[config.mk]
export PLATFORM = sky130hd
export DESIGN_NAME = plp_xdiv
export DESIGN_NICKNAME = d
export VERILOG_FILES = /design/src/plp_pkg.sv /design/src/plp_xdiv.sv
export SDC_FILE = /design/constraint.sdc
export NUM_CORES = 1
export LEC_CHECK = 0
export BUFFER_PORTS_ARGS = -buffer_cell sky130_fd_sc_hd__buf_2
export CAP_MARGIN = 20
export CORE_ASPECT_RATIO = 0.6
export CORE_MARGIN = 4
export CORE_UTILIZATION = 54
export CTS_CLUSTER_DIAMETER = 40
export CTS_CLUSTER_SIZE = 40
export DETAILED_ROUTE_END_ITERATION = 8
export HOLD_SLACK_MARGIN = 0.15
export PLACE_DENSITY = 0.83
export SYNTH_ARGS = -nofsm -noshare
export SYNTH_HDL_FRONTEND = slang
export SYNTH_SLANG_ARGS = --single-unit
[constraint.sdc]
create_clock -name aclk -period 7.61 [get_ports aclk]
set_input_delay 0.761 -clock aclk [delete_from_list [all_inputs] [get_ports aclk]]
set_output_delay 0.761 -clock aclk [all_outputs]
set_load 0.01 [all_outputs]
[src/plp_pkg.sv]
`timescale 1ns / 1ps
// ----------------------------------------------------------------------------
// plp_pkg
// Shared constants, types and arithmetic helpers for the label point block.
// ----------------------------------------------------------------------------
package plp_pkg;

    localparam int MAX_VERTICES  = 4096;
    localparam int MAX_CROSSINGS = 128;
    localparam int COORD_W       = 32;
    localparam int DIFF_W        = COORD_W + 1;
    localparam int VCNT_W        = $clog2(MAX_VERTICES + 1);
    localparam int VADDR_W       = $clog2(MAX_VERTICES);
    localparam int XCNT_W        = $clog2(MAX_CROSSINGS + 1);
    localparam int XADDR_W       = $clog2(MAX_CROSSINGS);

    typedef enum logic [1:0] {
        KIND_POINT = 2'd0,
        KIND_LINE  = 2'd1,
        KIND_AREA  = 2'd2,
        KIND_NONE  = 2'd3
    } kind_t;

    typedef struct packed {
        logic [DIFF_W-1:0] adx;
        logic [DIFF_W-1:0] ey;
        logic [DIFF_W-1:0] dy;
    } div_req_t;

    typedef struct packed {
        logic busy;
        logic done;
    } div_stat_t;

    typedef struct packed {
        logic               vert;
        logic               neg;
        logic [COORD_W-1:0] x0;
        div_req_t           op;
    } cross_t;

    // (a + b) / 2, truncated toward zero
    function automatic logic signed [COORD_W-1:0] half_sum(
        input logic signed [COORD_W-1:0] a,
        input logic signed [COORD_W-1:0] b
    );
        logic signed [DIFF_W-1:0] s;
        s = {a[COORD_W-1], a} + {b[COORD_W-1], b};
        s = s + {{(DIFF_W-1){1'b0}}, s[DIFF_W-1]};
        return s[DIFF_W-1:1];
    endfunction

    // d / 2 truncated toward zero, d is a wide difference
    function automatic logic signed [COORD_W-1:0] half_of(
        input logic signed [DIFF_W-1:0] d
    );
        logic signed [DIFF_W-1:0] s;
        s = d + {{(DIFF_W-1){1'b0}}, d[DIFF_W-1]};
        return s[DIFF_W-1:1];
    endfunction

    function automatic logic [DIFF_W-1:0] abs_diff(
        input logic signed [COORD_W-1:0] a,
        input logic signed [COORD_W-1:0] b
    );
        logic signed [DIFF_W-1:0] d;
        d = {a[COORD_W-1], a} - {b[COORD_W-1], b};
        return d[DIFF_W-1] ? -d : d;
    endfunction

endpackage

[src/plp_xdiv.sv]
`timescale 1ns / 1ps
// ----------------------------------------------------------------------------
// plp_xdiv
// Edge interpolation unit: quot = (adx * ey) / dy, one bit of adx per cycle.
// Needs ey <= dy; the remainder then stays below dy.
// ----------------------------------------------------------------------------
module plp_xdiv (
    input  logic                      aclk,
    input  logic                      aresetn,
    input  logic                      start,
    input  plp_pkg::div_req_t         req,
    output plp_pkg::div_stat_t        stat,
    output logic [plp_pkg::DIFF_W-1:0] quot
);
    import plp_pkg::*;

    localparam int BIT_W = $clog2(DIFF_W);
    localparam int T_W   = DIFF_W + 2;

    div_req_t          op_reg;
    logic [BIT_W-1:0]  bit_reg;
    logic [DIFF_W-1:0] rem_reg;
    logic [DIFF_W-1:0] q_reg;
    logic              busy_reg;
    logic              done_reg;

    logic [T_W-1:0]    t;
    logic [T_W-1:0]    dy1;
    logic [T_W-1:0]    dy2;
    logic [DIFF_W-1:0] rem_next;
    logic [DIFF_W-1:0] q_next;
    logic [T_W-1:0]    t_red;
    logic [1:0]        inc;

    always_comb begin
        dy1 = {2'b00, op_reg.dy};
        dy2 = {1'b0, op_reg.dy, 1'b0};
        t   = {1'b0, rem_reg, 1'b0}
            + (op_reg.adx[bit_reg] ? {2'b00, op_reg.ey} : '0);
        if (t >= dy2) begin
            t_red = t - dy2;
            inc   = 2'd2;
        end else if (t >= dy1) begin
            t_red = t - dy1;
            inc   = 2'd1;
        end else begin
            t_red = t;
            inc   = 2'd0;
        end
        rem_next = t_red[DIFF_W-1:0];
        q_next   = {q_reg[DIFF_W-2:0], 1'b0} + {{(DIFF_W-2){1'b0}}, inc};
    end

    always_ff @(posedge aclk) begin
        if (!aresetn) begin
            busy_reg <= 1'b0;
            done_reg <= 1'b0;
        end else begin
            if (start) begin
                busy_reg <= 1'b1;
                done_reg <= 1'b0;
            end else if (busy_reg && bit_reg == '0) begin
                busy_reg <= 1'b0;
                done_reg <= 1'b1;
            end else begin
                done_reg <= 1'b0;
            end
        end
    end

    always_ff @(posedge aclk) begin
        if (start) begin
            op_reg  <= req;
            bit_reg <= BIT_W'(DIFF_W - 1);
            rem_reg <= '0;
            q_reg   <= '0;
        end else if (busy_reg) begin
            bit_reg <= bit_reg - 1'b1;
            rem_reg <= rem_next;
            q_reg   <= q_next;
        end
    end

    assign stat.busy = busy_reg;
    assign stat.done = done_reg;
    assign quot      = q_reg;

endmodule

## Yosys cells after proc, flatten, opt, wreduce, memory -nomap -nowiden

Index checks and enable logic that the tools add are counted.

| cells by class | value |
|---|---|
| reduce and logical (&&, ||, !) cells | 4 |
| magnitude comparators | 3 |
| bitwise logic cells | 1 |
| muxes and demuxes | 10 |
| $add $sub $neg | 5 |

Operators with widths:

| cell | number |
|---|---|
| $mux 33 | 3 |
| $sub 33x33->33 | 2 |
| $add 34x33->35 | 1 |
| $ge 35x33->1 | 1 |
| $ge 35x34->1 | 1 |
| $add 33x2->33 | 1 |
| $lt 6x7->1 const B | 1 |
| $bmux 1 s6 | 1 |
| $logic_not 6->1 | 1 |
| $sub 6x1->6 const B | 1 |
| $mux 1 | 5 |
| $mux 2 | 1 |
| $reduce_bool 2->1 | 1 |
| $reduce_or 2->1 | 1 |
| $logic_and 1x1->1 | 1 |
| $not 1->1 | 1 |

| storage, ports and cells | value |
|---|---|
| logic and storage cells | 31 |
| output and inout bits | 35 |
| register bits | 173 |

## Longest topological paths before layout

| depth | value |
|---|---|
| depth after elaboration | 8 |
| gate-level depth with buffers | 38 |

## Worst setup path before layout

OpenSTA, ideal clock, no wires.

| path | value |
|---|---|
| path type | reg2reg |
| start | register bit_reg[0] |
| end | register q_reg[29], in the netlist quot[29] |
| data required time | 7.519 ns |
| setup time | 0.091 ns |
| cell stages (with the launch flop) | 36 |
| setup slack | 0.374 ns |
| data arrival time | 7.145 ns |
| clock period less this slack | 7.236 ns |
| cell sequence | dfxtp_1 -> buf_6 -> mux4_2 -> mux2_2 -> nand3_1 -> nand3_1 -> clkbuf_1 -> and2_1 -> ha_1 -> a21o_1 -> a211o_1 -> o211ai_1 -> nand2_1 -> a21o_1 -> a21oi_1 -> xnor2_1 -> ha_1 -> nand3_1 -> nor2_1 -> a21oi_1 -> or2_2 -> a311o_1 -> a211o_1 -> and2_1 -> buf_6 -> inv_2 -> buf_6 -> buf_2 -> ha_1 -> ha_1 -> nand4_1 -> nor2_1 -> and2_1 -> nand3_1 -> or3_1 -> a311oi_1 |

| between the ends | value |
|---|---|
| longest elaborated chain between the ends | 8 |
| elaborated cells between the ends (all ways) | 9 |
| classes of those cells | add/sub (2); order compare (2); mux (5) |

Ends and longest elaborated chain:

| element | line | source |
|---|---|---|
| start, declared | plp_xdiv.sv:21 | `logic [BIT_W-1:0] bit_reg;` |
| start signal, assigned | plp_xdiv.sv:74 | `bit_reg <= BIT_W'(DIFF_W - 1);` |
| start signal, assigned | plp_xdiv.sv:78 | `bit_reg <= bit_reg - 1'b1;` |
| $bmux 1 s6 (*) | plp_xdiv.sv:39 | `+ (op_reg.adx[bit_reg] ? {2'b00, op_reg.ey} : '0);` |
| $mux 1 (not written as such) (*) | plp_xdiv.sv:39 |  |
| $mux 33 (*) | plp_xdiv.sv:39 |  |
| $add 34x33->35 (*) | plp_xdiv.sv:39 |  |
| $ge 35x33->1 | plp_xdiv.sv:43 | `end else if (t >= dy1) begin` |
| $mux 1 | plp_xdiv.sv:43 |  |
| $mux 2 (*) | plp_xdiv.sv:40 | `if (t >= dy2) begin` |
| $add 33x2->33 (*) | plp_xdiv.sv:51 | `q_next = {q_reg[DIFF_W-2:0], 1'b0} + {{(DIFF_W-2){1'b0}}, inc};` |
| end signal, assigned | plp_xdiv.sv:80 | `q_reg <= q_next;` |
| end, declared | plp_xdiv.sv:23 | `logic [DIFF_W-1:0] q_reg;` |

Every way passes the cells marked *; elsewhere a longest branch is shown, timed or not. The select of a mux whose other input is x is not followed.
A chain may end at the register's enable or synchronous reset.

## Final worst setup path

| path | value |
|---|---|
| start | register op_reg[73] (netlist bit) |
| end | register q_reg[31], in the netlist quot[31] |

| between the ends | value |
|---|---|
| longest elaborated chain between the ends | 8 |
| elaborated cells between the ends (all ways) | 9 |
| classes of those cells | add/sub (2); order compare (2); mux (5) |

Ends and longest elaborated chain:

| element | line | source |
|---|---|---|
| start, declared | plp_xdiv.sv:20 | `div_req_t op_reg;` |
| start signal, assigned | plp_xdiv.sv:73 | `op_reg <= req;` |
| $bmux 1 s6 (*) | plp_xdiv.sv:39 |  |
| $mux 1 (not written as such) (*) | plp_xdiv.sv:39 |  |
| $mux 33 (*) | plp_xdiv.sv:39 |  |
| $add 34x33->35 (*) | plp_xdiv.sv:39 |  |
| $ge 35x33->1 | plp_xdiv.sv:43 |  |
| $mux 1 | plp_xdiv.sv:43 |  |
| $mux 2 (*) | plp_xdiv.sv:40 |  |
| $add 33x2->33 (*) | plp_xdiv.sv:51 |  |

Marked as above.

==> results_dict.tcl <==
set metrics [dict create \
    hpwl_um 30630 \
    p_int_mw 3.181 \
    skew_ns 0.01225 \
    nets 1749 \
    routed_wl_um 40020 \
    critPathKind "flip-flop to flip-flop" \
    hp-class "input pin to flip-flop" \
    syn_nets 1576 \
    final.setup.worst_slack_ns 0.3070 \
    period_minus_slack_ns 7.303 \
    cts.sinks 173 \
    period_share_pct 95.97 \
    design_area_um2 14710 \
    grt_pass1_vias 10250 \
    final_util_pct 65.55 \
    combPwrFrac_pct 65.7 \
    max-cap-violations 0 \
    dieArea_um2 25820 \
    nFillCells 1834 \
    drive_gt1_share_pct 18.84 \
    numCtsBuffers 17 \
    tritoncts "yes" \
    startpoint_type "flip-flop" \
    die_x_um 204.8 \
    drc_errors 0 \
    start_util_pct 55.93 \
    leakagePower_nw 6.363 \
    switchingPower_mw 3.056 \
    synth_cell_type_count 80 \
    fin_setup_tns_ns 0 \
    pwr-share-clk_pct 14.2 \
    outcome "complete, no violations" \
    avgSynthCellArea_um2 9.167 \
    synth-seq-cells 173 \
    path_max_fanout 17 \
    drt_first_pass_iters 6 \
    ctsHoldBuffers 0 \
    core_um2 22440 \
    hold_viol 0 \
    grt_pass1_wl_um 59490 \
    routedWlPerCell_um 21.47 \
    drv_slew 0 \
    clkTransAtPathRegs_ns 0.08 \
    die_h_um 126.1 \
    crit_path_top_delay_cell "mux4_2" \
    final_common_cell "buf_2" \
    yosysSeqAreaShare_pct 35.49 \
    preCtsSetupSlack_ns -0.02126 \
    vias 11590 \
    gr-total-overflow 0 \
    placed_cell_area_um2 13830 \
    boundaryPins 137 \
    htreeDepth 4 \
    worst_slew_pin_slew_ns 1.019 \
    p_per_area_nw_per_um2 424.0 \
    port_buffers 136 \
    ir_drop_uv 203.6 \
    reg2reg_setup_slack_ns 0.31 \
    switching_share_pct 49.00 \
    via_per_inst 6.215 \
    slowest_delay_ns 0.49 \
    first_iter_violations 1186 \
    gp_congestion 1.092 \
    cts_root_buf "clkbuf_16" \
    seq_area_um2 4461 \
    cp.required_ns 7.96 \
    ys.flop_type "edfxtp_1" \
    ys.warnings.count 0 \
    postSynth.asyncResetShare_pct 0 \
    rsz0062_at_grt "yes" \
    grt_max_degree 89 \
    cts_max_path_buffers 2 \
    synthCells 1369 \
    end_kind "flip-flop" \
    final_cell_mix "buf_2 (135), nor2_1 (117), edfxtp_1 (99)" \
    p_total_mw 6.236 \
    max_freq_mhz 136.9 \
    netlist_area_um2 12550 \
    setup_viol 0 \
    area_growth_pct 17.21 \
    rows 42 \
    arrival_ns 7.65 \
    clock_latency_ns 0.45 \
    cp_common_cell "ha_1" \
    synth_edf_count 99 \
    slew-limit-headroom_pct 32.05 \
    grt_usage_pct 30.01 \
    multi_input_area_um2 7781 \
    drtAntennaViolNets 0 \
    seqPwrFrac_pct 20.2 \
    largest_reg_flops 66 \
    antenna_found_initial 1 \
]
-- metal layers --
| metal | GRT usage (%) | vias up | wire length (µm) |
|---|---|---|---|
| met3 | 15.34 | 36 | 6752 |
| met4 | 6.142 | 0 | 516 |
| met1 | 47.82 | 5395 | 18520 |
| li1 | - | 5466 | - |
| met5 | 0 | - | 0 |
| met2 | 34.67 | 688 | 14230 |
-- metrics by stage --
stage / instances / hold WS, ns
floorplan: 1369 / 0.4318
global placement: 1823 / 0.4767
detailed placement: 1823 / 0.4807
CTS: 1855 / 0.4572
global route: 1864 / 0.4520
finish: 1864 / 0.4787
-- worst max-delay path: cells and delay by family, from the launching register on --
family / cells / cell delay [ns]
AOI/OAI and AO/OA: 6 / 1.76
muxes: 2 / 0.78
buffers and inverters: 4 / 0.51
and+or+nand+nor: 13 / 2.42
DFF: 1 / 0.41
xor gates and xnor gates: 1 / 0.21
adders and majority gates: 5 / 1.09
-- worst paths after layout --
kind	from	to	cells past startpoint
max	op_reg[73]	quot[31]	31
min	req[35]	op_reg[35]	1
max reg2reg	op_reg[73]	quot[31]	31
min reg2reg	quot[32]	quot[32]	2
-- area by class of cell --
type / instances / share of cell area (%)
clock inverters: 15 / 1.165
diodes: 1 / 0.01701
flip-flops and latches: 173 / 30.32
inverters: 70 / 1.786
multi-input cells: 1077 / 52.90
repair buffers: 203 / 8.294
well taps: 308 / 2.620
clock buffers: 17 / 2.892
-- cell families (layout without fill, tap and decap cells) --
family / after synthesis / after routing / share of synthesized area [%]
AND/OR/NAND/NOR: 432 / 432 / 16.84
AO/OA/AOI/OAI: 392 / 392 / 21.52
flip-flops: 173 / 173 / 35.49
buffers and inverters: 119 / 305 / 4.078
adder cells (fa/ha/maj): 105 / 105 / 10.65
XOR/XNOR: 103 / 103 / 7.188
multiplexers: 45 / 45 / 4.237
other: 0 / 1 / 0
-- cell usage after synthesis (15+ instances only) --
cell / number / share of area [%]
a31oi_1: 15 / 0.75
nand3_1: 52 / 2.1
a21oi_1: 89 / 3.5
nor2_1: 120 / 3.6
ha_1: 102 / 10
edfxtp_1: 99 / 24
clkbuf_1: 30 / 0.90
xnor2_1: 56 / 3.9
xor2_1: 47 / 3.3
and2_1: 43 / 2.1
nand2b_1: 15 / 0.75
and3_1: 21 / 1.0
a211oi_1: 45 / 2.7
mux2i_1: 37 / 3.0
o211ai_1: 18 / 1.1
nand2_1: 88 / 2.6
a21o_1: 44 / 2.6
nor3_1: 32 / 1.3
dfxtp_1: 74 / 12
o21ai_0: 61 / 2.4
nand4_1: 20 / 1.0
inv_1: 69 / 2.1
-- power by group through the flow --
stage | Combinational, mW | Sequential, mW | Clock (mW)
finish | 4.10 | 1.26 | 0.883
global placement | 3.73 | 1.26 | 0
CTS | 3.79 | 1.25 | 0.897
global route | 4.34 | 1.27 | 0.946
detailed placement | 3.76 | 1.26 | 0
floorplan | 2.61 | 1.21 | 0
-- repair_timing --
item | CTS | global route
pin swaps | 0 | 10
cloned | 0 | 1
setup buffers | 0 | 7
resized for setup | 3 | 40
setup endpoints to repair | 3 | 31
Note: power is estimated with default switching activity, not from simulation.
